==> config.mk <==
export PLATFORM = sky130hd
export DESIGN_NAME = flow_vector_color_wheel
export DESIGN_NICKNAME = d
export VERILOG_FILES = /design/src/rtl/core/fvcw_pkg.sv /design/src/rtl/core/flow_vector_color_wheel.sv
export SDC_FILE = /design/constraint.sdc
export NUM_CORES = 2
export LEC_CHECK = 0
export BUFFER_PORTS_ARGS = -buffer_cell sky130_fd_sc_hd__buf_2
export CAP_MARGIN = 15
export CORE_MARGIN = 2
export CORE_UTILIZATION = 55
export DETAILED_ROUTE_END_ITERATION = 12
export PLACE_DENSITY = 0.74
export SKIP_CTS_REPAIR_TIMING = 1
export SYNTH_ARGS = -nofsm -noshare
export SYNTH_HDL_FRONTEND = slang
export SYNTH_SLANG_ARGS = --single-unit
export TNS_END_PERCENT = 20
==> constraint.sdc <==
create_clock -name clk -period 9.45 [get_ports clk]
set_input_delay 0.4725 -clock clk [delete_from_list [all_inputs] [get_ports clk]]
set_output_delay 0.4725 -clock clk [all_outputs]
set_load 0.02 [all_outputs]
==> src/rtl/core/fvcw_pkg.sv <==
// Shared types, constants, the arctangent table and the color wheel table of the flow color wheel block.
package fvcw_pkg;

  localparam int WHEEL_SIZE = 55;
  localparam int TAB_SIZE   = 24;
  localparam int CNT_W      = 6;
  localparam int CORD_W     = 44;
  localparam int RADIUS_W   = 18;
  localparam int BLEND_W    = 24;

  localparam logic [15:0] LARGEST_RESET = 16'd64;
  localparam logic [RADIUS_W-1:0] RADIUS_ONE = 18'd65536;
  localparam logic [RADIUS_W-1:0] RADIUS_SAT = 18'd131072;
  localparam logic [BLEND_W-1:0] WHITE_Q16 = 24'd16711680;
  localparam logic [16:0] FRAC_ONE = 17'd65536;

  typedef enum logic [1:0] {
    MODE_MEASURE = 2'd0,
    MODE_COLOR   = 2'd1,
    MODE_RESTART = 2'd2,
    MODE_UNUSED  = 2'd3
  } mode_t;

  typedef enum logic [3:0] {
    ST_IDLE,
    ST_SQ_X,
    ST_SQ_Y,
    ST_SQRT,
    ST_DIV_SET,
    ST_DIV,
    ST_COR_SET,
    ST_COR,
    ST_WHEEL,
    ST_BL_A,
    ST_BL_B,
    ST_BL_C,
    ST_FINISH
  } state_t;

  typedef logic [31:0] atan_tab_t [TAB_SIZE];
  typedef logic [23:0] wheel_tab_t [WHEEL_SIZE];

  localparam atan_tab_t ATAN_TURNS = '{
    32'd536870912, 32'd316933406, 32'd167458907, 32'd85004756, 32'd42667331,
    32'd21354465, 32'd10679838, 32'd5340245, 32'd2670163, 32'd1335087,
    32'd667544, 32'd333772, 32'd166886, 32'd83443, 32'd41722, 32'd20861,
    32'd10430, 32'd5215, 32'd2608, 32'd1304, 32'd652, 32'd326, 32'd163, 32'd81
  };

  function automatic wheel_tab_t build_wheel();
    wheel_tab_t tab;
    int r;
    int g;
    int b;
    int j;
    for (int k = 0; k < WHEEL_SIZE; k++) begin
      if (k < 15) begin
        r = 255; g = 255 * k / 15; b = 0;
      end else if (k < 21) begin
        j = k - 15; r = 255 - 255 * j / 6; g = 255; b = 0;
      end else if (k < 25) begin
        j = k - 21; r = 0; g = 255; b = 255 * j / 4;
      end else if (k < 36) begin
        j = k - 25; r = 0; g = 255 - 255 * j / 11; b = 255;
      end else if (k < 49) begin
        j = k - 36; r = 255 * j / 13; g = 0; b = 255;
      end else begin
        j = k - 49; r = 255; g = 0; b = 255 - 255 * j / 6;
      end
      tab[k] = {8'(b), 8'(g), 8'(r)};
    end
    return tab;
  endfunction

  localparam wheel_tab_t WHEEL_TAB = build_wheel();

endpackage

==> src/rtl/core/flow_vector_color_wheel.sv <==
// Top level of the optical flow color wheel block with its shared arithmetic sequencer.
// One item is worked on at a time while in_tready is low. A colored vector goes
// through these steps from acceptance to result: two squaring steps on the shared
// multiplier, one square root bit per cycle, a setup state and 17 restoring divide
// steps for the normalized radius, a setup state and one CORDIC step per cycle for
// the angle, a wheel lookup, nine multiplier steps for the three blended channels
// and a finish state that loads the output register. A measured vector goes through
// the squaring and square root steps only;
// restart, the unused mode and invalid measured vectors leave the block ready on the
// next cycle, and an invalid colored vector goes straight to the finish state and
// gives black. A result that is not taken holds the block busy until the output
// register frees up, and a finished result waits there while the next item is accepted.
module flow_vector_color_wheel #(
  parameter int FLOW_BITS    = 16,
  parameter int CORDIC_STEPS = 16
) (
  input  logic                               clk,
  input  logic                               rst_n,
  input  logic                               cfg_wr_en,
  input  logic [15:0]                        cfg_wr_data,
  input  logic                               in_tvalid,
  output logic                               in_tready,
  // flow_x, flow_y
  input  logic [((2*FLOW_BITS+7)/8)*8-1:0]   in_tdata,
  // mode, vector_valid
  input  logic [2:0]                         in_tuser,
  output logic                               out_tvalid,
  input  logic                               out_tready,
  // red, green, blue
  output logic [23:0]                        out_tdata
);
  import fvcw_pkg::*;

  localparam int FB = FLOW_BITS;
  localparam int SW = 2 * FB;
  localparam int RW = FB + 3;
  localparam int MA = (FB > 18) ? FB : 18;
  localparam int MB = (FB > 24) ? FB : 24;
  localparam int AW = (SW > 25) ? SW : 25;

  state_t state_r, state_nxt;

  logic [15:0]      max_motion_r;
  logic [15:0]      largest_r, largest_nxt;
  logic [1:0]       mode_r, mode_nxt;
  logic signed [FB-1:0] fx_r, fx_nxt, fy_r, fy_nxt;
  logic [FB-1:0]    ax_r, ax_nxt, ay_r, ay_nxt;
  logic [AW-1:0]    acc_r, acc_nxt;
  logic [RW-1:0]    rem_r, rem_nxt;
  logic [FB-1:0]    root_r, root_nxt;
  logic [17:0]      drem_r, drem_nxt;
  logic [RADIUS_W-1:0] quo_r, quo_nxt;
  logic             sat_r, sat_nxt;
  logic [15:0]      scale_r, scale_nxt;
  logic signed [CORD_W-1:0] cx_r, cx_nxt, cy_r, cy_nxt;
  logic [31:0]      ph_r, ph_nxt;
  logic [5:0]       k0_r, k0_nxt, k1_r, k1_nxt;
  logic [15:0]      f_r, f_nxt;
  logic [1:0]       ch_r, ch_nxt;
  logic [23:0]      color_r, color_nxt;
  logic [CNT_W-1:0] cnt_r, cnt_nxt;
  logic             out_valid_r, out_valid_nxt;
  logic [23:0]      out_data_r, out_data_nxt;

  logic [MA-1:0]    mul_a;
  logic [MB-1:0]    mul_b;
  logic [MA+MB-1:0] mul_p;

  logic             in_fire;
  logic             out_free;
  logic             cnt_last_sqrt, cnt_last_div, cnt_last_cor;
  logic [RW-1:0]    sq_rem, sq_trial;
  logic [FB+15:0]   root_ext;
  logic [15:0]      mag16;
  logic [17:0]      div_diff;
  logic             div_ge;
  logic [4:0]       cidx;
  logic signed [CORD_W-1:0] cdx, cdy;
  logic [32:0]      turn;
  logic [38:0]      fk;
  logic [7:0]       c0, c1;
  logic [BLEND_W-1:0] white_diff;
  logic [25:0]      dim3;
  logic [BLEND_W-1:0] fade_v;
  logic [BLEND_W-1:0] chan_v;

  assign in_fire  = in_tvalid && in_tready;
  assign out_free = !out_valid_r || out_tready;
  assign in_tready  = (state_r == ST_IDLE);
  assign out_tvalid = out_valid_r;
  assign out_tdata  = out_data_r;

  assign cnt_last_sqrt = (cnt_r == CNT_W'(FB - 1));
  assign cnt_last_div  = (cnt_r == CNT_W'(16));
  assign cnt_last_cor  = (cnt_r == CNT_W'(CORDIC_STEPS - 1));

  assign mul_p = mul_a * mul_b;

  assign sq_rem   = {rem_r[RW-3:0], acc_r[SW-1:SW-2]};
  assign sq_trial = RW'({root_r, 2'b01});
  assign root_ext = (FB + 16)'(root_r);
  assign mag16    = (|root_ext[FB+15:16]) ? 16'hFFFF : root_ext[15:0];

  assign div_ge   = (drem_r >= {2'b00, scale_r});
  assign div_diff = div_ge ? (drem_r - {2'b00, scale_r}) : drem_r;

  assign cidx = cnt_r[4:0];
  assign cdx  = cy_r >>> cidx;
  assign cdy  = cx_r >>> cidx;

  assign turn = (ph_r == 32'd0) ? 33'h1_0000_0000 : {1'b0, ph_r};
  assign fk   = ({6'd0, turn} << 5) + ({6'd0, turn} << 4) + ({6'd0, turn} << 2)
              + ({6'd0, turn} << 1);

  assign c0 = WHEEL_TAB[k0_r][{ch_r, 3'b000} +: 8];
  assign c1 = WHEEL_TAB[k1_r][{ch_r, 3'b000} +: 8];

  assign white_diff = WHITE_Q16 - acc_r[BLEND_W-1:0];
  assign dim3   = {1'b0, acc_r[BLEND_W-1:0], 1'b0} + {2'b00, acc_r[BLEND_W-1:0]};
  assign fade_v = WHITE_Q16 - BLEND_W'(mul_p >> 16);
  assign chan_v = (quo_r <= RADIUS_ONE) ? fade_v : dim3[25:2];

  always_comb begin
    state_nxt = state_r;
    unique case (state_r)
      ST_IDLE: begin
        if (in_fire) begin
          unique case (mode_t'(in_tuser[1:0]))
            MODE_MEASURE: state_nxt = in_tuser[2] ? ST_SQ_X : ST_IDLE;
            MODE_COLOR:   state_nxt = in_tuser[2] ? ST_SQ_X : ST_FINISH;
            MODE_RESTART: state_nxt = ST_IDLE;
            MODE_UNUSED:  state_nxt = ST_IDLE;
          endcase
        end
      end
      ST_SQ_X:    state_nxt = ST_SQ_Y;
      ST_SQ_Y:    state_nxt = ST_SQRT;
      ST_SQRT: begin
        if (cnt_last_sqrt) begin
          state_nxt = (mode_r == MODE_MEASURE) ? ST_IDLE : ST_DIV_SET;
        end
      end
      ST_DIV_SET: state_nxt = ST_DIV;
      ST_DIV:     state_nxt = cnt_last_div ? ST_COR_SET : ST_DIV;
      ST_COR_SET: state_nxt = ST_COR;
      ST_COR:     state_nxt = cnt_last_cor ? ST_WHEEL : ST_COR;
      ST_WHEEL:   state_nxt = ST_BL_A;
      ST_BL_A:    state_nxt = ST_BL_B;
      ST_BL_B:    state_nxt = ST_BL_C;
      ST_BL_C:    state_nxt = (ch_r == 2'd2) ? ST_FINISH : ST_BL_A;
      ST_FINISH:  state_nxt = out_free ? ST_IDLE : ST_FINISH;
      default:    state_nxt = ST_IDLE;
    endcase
  end

  always_comb begin
    largest_nxt   = largest_r;
    mode_nxt      = mode_r;
    fx_nxt        = fx_r;
    fy_nxt        = fy_r;
    ax_nxt        = ax_r;
    ay_nxt        = ay_r;
    acc_nxt       = acc_r;
    rem_nxt       = rem_r;
    root_nxt      = root_r;
    drem_nxt      = drem_r;
    quo_nxt       = quo_r;
    sat_nxt       = sat_r;
    scale_nxt     = scale_r;
    cx_nxt        = cx_r;
    cy_nxt        = cy_r;
    ph_nxt        = ph_r;
    k0_nxt        = k0_r;
    k1_nxt        = k1_r;
    f_nxt         = f_r;
    ch_nxt        = ch_r;
    color_nxt     = color_r;
    cnt_nxt       = cnt_r;
    out_valid_nxt = out_valid_r && !out_tready;
    out_data_nxt  = out_data_r;
    mul_a         = '0;
    mul_b         = '0;
    unique case (state_r)
      ST_IDLE: begin
        if (in_fire) begin
          mode_nxt  = in_tuser[1:0];
          fx_nxt    = in_tdata[FB-1:0];
          fy_nxt    = in_tdata[2*FB-1:FB];
          ax_nxt    = in_tdata[FB-1] ? (FB'(0) - in_tdata[FB-1:0]) : in_tdata[FB-1:0];
          ay_nxt    = in_tdata[2*FB-1] ? (FB'(0) - in_tdata[2*FB-1:FB])
                                       : in_tdata[2*FB-1:FB];
          color_nxt = '0;
          if (in_tuser[1:0] == MODE_RESTART) begin
            largest_nxt = LARGEST_RESET;
          end
        end
      end
      ST_SQ_X: begin
        mul_a   = MA'(ax_r);
        mul_b   = MB'(ax_r);
        acc_nxt = AW'(mul_p);
      end
      ST_SQ_Y: begin
        mul_a    = MA'(ay_r);
        mul_b    = MB'(ay_r);
        acc_nxt  = acc_r + AW'(mul_p);
        rem_nxt  = '0;
        root_nxt = '0;
        cnt_nxt  = '0;
      end
      ST_SQRT: begin
        acc_nxt = acc_r << 2;
        cnt_nxt = cnt_r + 1'b1;
        if (sq_rem >= sq_trial) begin
          rem_nxt  = sq_rem - sq_trial;
          root_nxt = {root_r[FB-2:0], 1'b1};
        end else begin
          rem_nxt  = sq_rem;
          root_nxt = {root_r[FB-2:0], 1'b0};
        end
      end
      ST_DIV_SET: begin
        if (mode_r == MODE_MEASURE) begin
          largest_nxt = largest_r;
        end
        if (max_motion_r != 16'd0) begin
          scale_nxt = max_motion_r;
        end else if (largest_r != 16'd0) begin
          scale_nxt = largest_r;
        end else begin
          scale_nxt = 16'd1;
        end
        drem_nxt = {2'b00, mag16};
        quo_nxt  = '0;
        cnt_nxt  = '0;
      end
      ST_DIV: begin
        if (cnt_r == '0) begin
          sat_nxt = ({1'b0, mag16} >= {scale_r, 1'b0});
        end
        quo_nxt  = {quo_r[RADIUS_W-2:0], div_ge};
        drem_nxt = {div_diff[16:0], 1'b0};
        cnt_nxt  = cnt_r + 1'b1;
      end
      ST_COR_SET: begin
        if (sat_r) begin
          quo_nxt = RADIUS_SAT;
        end
        cnt_nxt = '0;
        if (fx_r[FB-1]) begin
          cx_nxt = -(CORD_W'(fx_r) <<< (40 - FB));
          cy_nxt = -(CORD_W'(fy_r) <<< (40 - FB));
          ph_nxt = 32'h8000_0000;
        end else begin
          cx_nxt = CORD_W'(fx_r) <<< (40 - FB);
          cy_nxt = CORD_W'(fy_r) <<< (40 - FB);
          ph_nxt = 32'd0;
        end
      end
      ST_COR: begin
        cnt_nxt = cnt_r + 1'b1;
        if (!cy_r[CORD_W-1]) begin
          cx_nxt = cx_r + cdx;
          cy_nxt = cy_r - cdy;
          ph_nxt = ph_r + ATAN_TURNS[cidx];
        end else begin
          cx_nxt = cx_r - cdx;
          cy_nxt = cy_r + cdy;
          ph_nxt = ph_r - ATAN_TURNS[cidx];
        end
      end
      ST_WHEEL: begin
        k0_nxt = (fk[38:32] > 7'(WHEEL_SIZE - 1)) ? 6'(WHEEL_SIZE - 1) : fk[37:32];
        k1_nxt = (fk[38:32] >= 7'(WHEEL_SIZE - 1)) ? 6'd0 : (fk[37:32] + 6'd1);
        f_nxt  = fk[31:16];
        ch_nxt = '0;
      end
      ST_BL_A: begin
        mul_a   = MA'(FRAC_ONE - {1'b0, f_r});
        mul_b   = MB'(c0);
        acc_nxt = AW'(mul_p);
      end
      ST_BL_B: begin
        mul_a   = MA'(f_r);
        mul_b   = MB'(c1);
        acc_nxt = acc_r + AW'(mul_p);
      end
      ST_BL_C: begin
        mul_a  = MA'(quo_r);
        mul_b  = MB'(white_diff);
        ch_nxt = ch_r + 2'd1;
        color_nxt[{ch_r, 3'b000} +: 8] = chan_v[23:16];
      end
      ST_FINISH: begin
        if (out_free) begin
          out_valid_nxt = 1'b1;
          out_data_nxt  = color_r;
        end
      end
      default: begin
        cnt_nxt = '0;
      end
    endcase
    if (state_r == ST_SQRT && cnt_last_sqrt && mode_r == MODE_MEASURE) begin
      if (sq_rem >= sq_trial) begin
        largest_nxt = largest_r;
      end
    end
  end

  logic [FB-1:0] root_final;
  logic [FB+15:0] root_final_ext;
  logic [15:0]    mag_final;

  assign root_final     = {root_r[FB-2:0], (sq_rem >= sq_trial)};
  assign root_final_ext = (FB + 16)'(root_final);
  assign mag_final      = (|root_final_ext[FB+15:16]) ? 16'hFFFF : root_final_ext[15:0];

  always_ff @(posedge clk) begin
    if (!rst_n) begin
      state_r      <= ST_IDLE;
      max_motion_r <= '0;
      largest_r    <= LARGEST_RESET;
      out_valid_r  <= 1'b0;
      cnt_r        <= '0;
      ch_r         <= '0;
    end else begin
      state_r     <= state_nxt;
      out_valid_r <= out_valid_nxt;
      cnt_r       <= cnt_nxt;
      ch_r        <= ch_nxt;
      if (cfg_wr_en) begin
        max_motion_r <= cfg_wr_data;
      end
      if (state_r == ST_SQRT && cnt_last_sqrt && mode_r == MODE_MEASURE
          && mag_final > largest_r) begin
        largest_r <= mag_final;
      end else begin
        largest_r <= largest_nxt;
      end
    end
  end

  always_ff @(posedge clk) begin
    mode_r     <= mode_nxt;
    fx_r       <= fx_nxt;
    fy_r       <= fy_nxt;
    ax_r       <= ax_nxt;
    ay_r       <= ay_nxt;
    acc_r      <= acc_nxt;
    rem_r      <= rem_nxt;
    root_r     <= root_nxt;
    drem_r     <= drem_nxt;
    quo_r      <= quo_nxt;
    sat_r      <= sat_nxt;
    scale_r    <= scale_nxt;
    cx_r       <= cx_nxt;
    cy_r       <= cy_nxt;
    ph_r       <= ph_nxt;
    k0_r       <= k0_nxt;
    k1_r       <= k1_nxt;
    f_r        <= f_nxt;
    color_r    <= color_nxt;
    out_data_r <= out_data_nxt;
  end

endmodule

==> metrics.txt <==
Synth Area in Simple Gates 0.166; num rows between 100 and 150; DRC viols 0; largest family of logic cells by synthesized area adder cells; I/O Buffers 81; GRT Util Overall 0.337; routing usage on met2 0.555; Async SR Flop Fraction 0; most frequent cell after synthesis nand2_1; violated checks negative setup slack; initial antenna violation count 0; Crit Path Max Fanout 6; post-layout min period around 9500 ps; Skew-Pair Late Insertion Delay 660 ps; Ys Warns 0; synthesized flop and latch total around 420; reg-to-reg startpoint k1_r[1]$_SDFFCE_PP0P_; CP Launch Type flop; Top FF cell, synth edfxtp_1; FMAX 105 MHz; Initial Utilization 0.554; Post-Synth Adder-Cell Area 0.249; largest net degree at the start of global routing 78; Switching Fraction 0.348; Reg clk slew, reported paths about 60 ps; Overall Power around 6.9 mW; final max-slew violation count 0; cell taking the most area after synthesis edfxtp_1; Critical-path top delay cell fa_1; Post-Syn Instances approximately 6,200; sequential fraction of the synthesis area 0.221; layout cells sized above 1 0.183; internal power ~4.5 mW; flop2flop setup slack -90 ps; met1 Use GR 0.443; maxcap violations 0; XOR/XNOR Fraction of Synth Area 0.0613; Gate power share 0.352; CP endpoint kind flop; TNS Setup -314 ps; Compound-Gate Fraction of Synth Area 0.157; CTS Buffer Depth 3; number of synthesized flops with an enable pin 378; maximum vdd drop about 170 uV; post-DR vias/cell 6.18; hold crit path type primary input to flop; Die Wd about 320 um; Clock power frac 0.314; starting DRC count in detailed routing 5,252; post-synthesis mux area share 0.0795; fin crit share 1.01; RSZ-0062 raised after global routing true; non-filler cells, final approximately 8,000; Slew HR 0.158; R2R depth 39; num ports around 80; most used routing layer met2; Final HPWL DP approximately 140,000 um; CTS tree done; Worst path max stage delay 550 ps; Cell Area, Placed between 60,000 and 70,000 sq um; crit-path most repeated cell fa_1; Worst Setup EP color_r[7]$_SDFFCE_PN0P_; Area Growth Syn to Fin 15.4%; area of the die 103,000 sq um; router iterations before antenna repair 6; Post-Syn Area about 55,000 sq um; gpl congestion 1.03; Psw between 2 and 2.5 mW; TritonCTS Buffers 52; Worst Setup SP k1_r[1]$_SDFFCE_PP0P_; Layout Nets approximately 7,500; total wire length 177,000 um; core area 100,000 sq um; Final setup viols 8; Pwr Density ~110 nW/um^2; Fin. Hold Viols 0; Worst-Margin Slew approximately 1300 ps; average instance area after synthesis between 8 and 9 sq um; wire length of the first global-routing pass roughly 270,000 um; Pleak roughly 27 nW; dpl cells about 8,000; Hold Crit Depth 1; Final Cell Area about 64,000 sq um; Final Skew between 20 and 30 ps; Seq pwr share 0.334; CP Class flop to flop; clk sink count approximately 420; Post-Syn Nets roughly 7,100; Root Buffer clkbuf_16; H-tree levels 2; Req. time, crit path 9930 ps; Chip Height 321 um; Post-synth top cells nand2_1, inv_1, nor2_1; synth top area cells edfxtp_1, fa_1, ha_1; met3 Usage GRT 0.0507; crit path DAT between 10,000 and 15,000 ps; Synth cell types between 100 and 150; grt ovf 0; PnR worst setup slack -88.1 ps; via count slightly below 50,000; Routed Antenna Nets 0; final hold slack 53.9 ps; outcome finished, violations left; routed len/inst about 22 um; area share of the largest cell type after synthesis 0.205; RR Endpoint color_r[7]$_SDFFCE_PN0P_; vias in the first global route around 48,000
[cell families after synthesis]
logic type | after synthesis
compound gates | 1345
xor+xnor | 386
fa+ha+maj | 855
buf+inv | 936
flops | 423
mux | 259
simple gates | 1971
[registers in the layout, summed over array words and instances, names as in the netlist, 16 cells and up]
register      flops
scale_r          16
out_tdata        24
mag16            16
f_r              16
ph_r             32
fy_r             16
cy_r             44
cx_r             44
acc_r            32
drem_r           18
color_r          24
fx_r             16
largest_r        16
rem_r            17
quo_r            18
max_motion_r     16
[final cells by class]
| class | count | area, sq um |
|---|---|---|
| Antenna cell | 1 | 2.50 |
| Clock buffer | 58 | 1360 |
| Clock inverter | 40 | 459 |
| Fill cell | 8275 | 36100 |
| Inverter | 619 | 2320 |
| Multi-Input combinational cell | 4816 | 40700 |
| Sequential cell | 423 | 12300 |
| Tap cell | 1298 | 1620 |
| Timing Repair Buffer | 672 | 5250 |
[power by group through the flow]
stage | combinational [mW] | clock, mW | sequential [mW]
floorplan | 1.37 | 0 | 2.30
global placement | 2.23 | 0 | 2.33
detailed placement | 2.27 | 0 | 2.34
CTS | 2.28 | 2.19 | 2.30
global route | 2.64 | 2.25 | 2.31
finish | 2.43 | 2.16 | 2.30
[placed cells by master (no fill, tap or decap), types with 40 or more instances in the layout]
master / n
a31oi_1: 56
fa_1: 407
buf_2: 81
and2_1: 73
mux2i_1: 83
nand4_1: 43
nand2b_1: 67
nor3_1: 100
edfxtp_1: 378
clkbuf_16: 54
a22oi_1: 60
buf_4: 551
a21o_1: 134
nand2_1: 659
o21a_1: 80
nor2_1: 559
inv_1: 599
xnor2_1: 240
ha_1: 412
and3_1: 77
nand3_1: 80
xor2_1: 137
mux4_2: 141
a21oi_1: 297
dfxtp_1: 40
o21ai_0: 299
nor2b_1: 82
[metrics by stage]
step	utilization	setup WS [ps]
finish	0.639	-88.1
global placement	0.609	-459
detailed placement	0.609	-627
CTS	0.627	-636
floorplan	-	1.25
global route	0.639	-418
[worst max-delay path: cells and delay by family, from the launching register on]
| kind | cells | cell delay [ps] |
|---|---|---|
| flip-flops | 1 | 460 |
| buffers and inverters | 12 | 1300 |
| multiplexers | 1 | 320 |
| AO/OA/AOI/OAI | 9 | 1810 |
| XOR/XNOR | 1 | 80 |
| AND/OR/NAND/NOR | 8 | 1850 |
| adder cells (fa/ha/maj) | 8 | 3540 |
[worst min-delay path by stage]
stage	start	endpoint	slack [ps]
2_1_floorplan	color_r[16]$_SDFFCE_PN0P_	out_tdata[16]$_DFFE_PP_	420
5_1_grt	in_tdata[9]	fx_r[9]$_DFFE_PP_	30
4_1_cts	in_tdata[9]	fx_r[9]$_DFFE_PP_	20
6_report	in_tdata[9]	fx_r[9]$_DFFE_PP_	50
3_3_place_gp	color_r[17]$_SDFFCE_PN0P_	out_tdata[17]$_DFFE_PP_	440
3_5_place_dp	color_r[20]$_SDFFCE_PN0P_	out_tdata[20]$_DFFE_PP_	430
[metal layers]
layer,wire [um],vias up
met3,13900,417
met2,82700,2207
met4,8610,0
li1,-,22400
met5,0,-
met1,71600,23900
(Power assumes the default switching activity.)
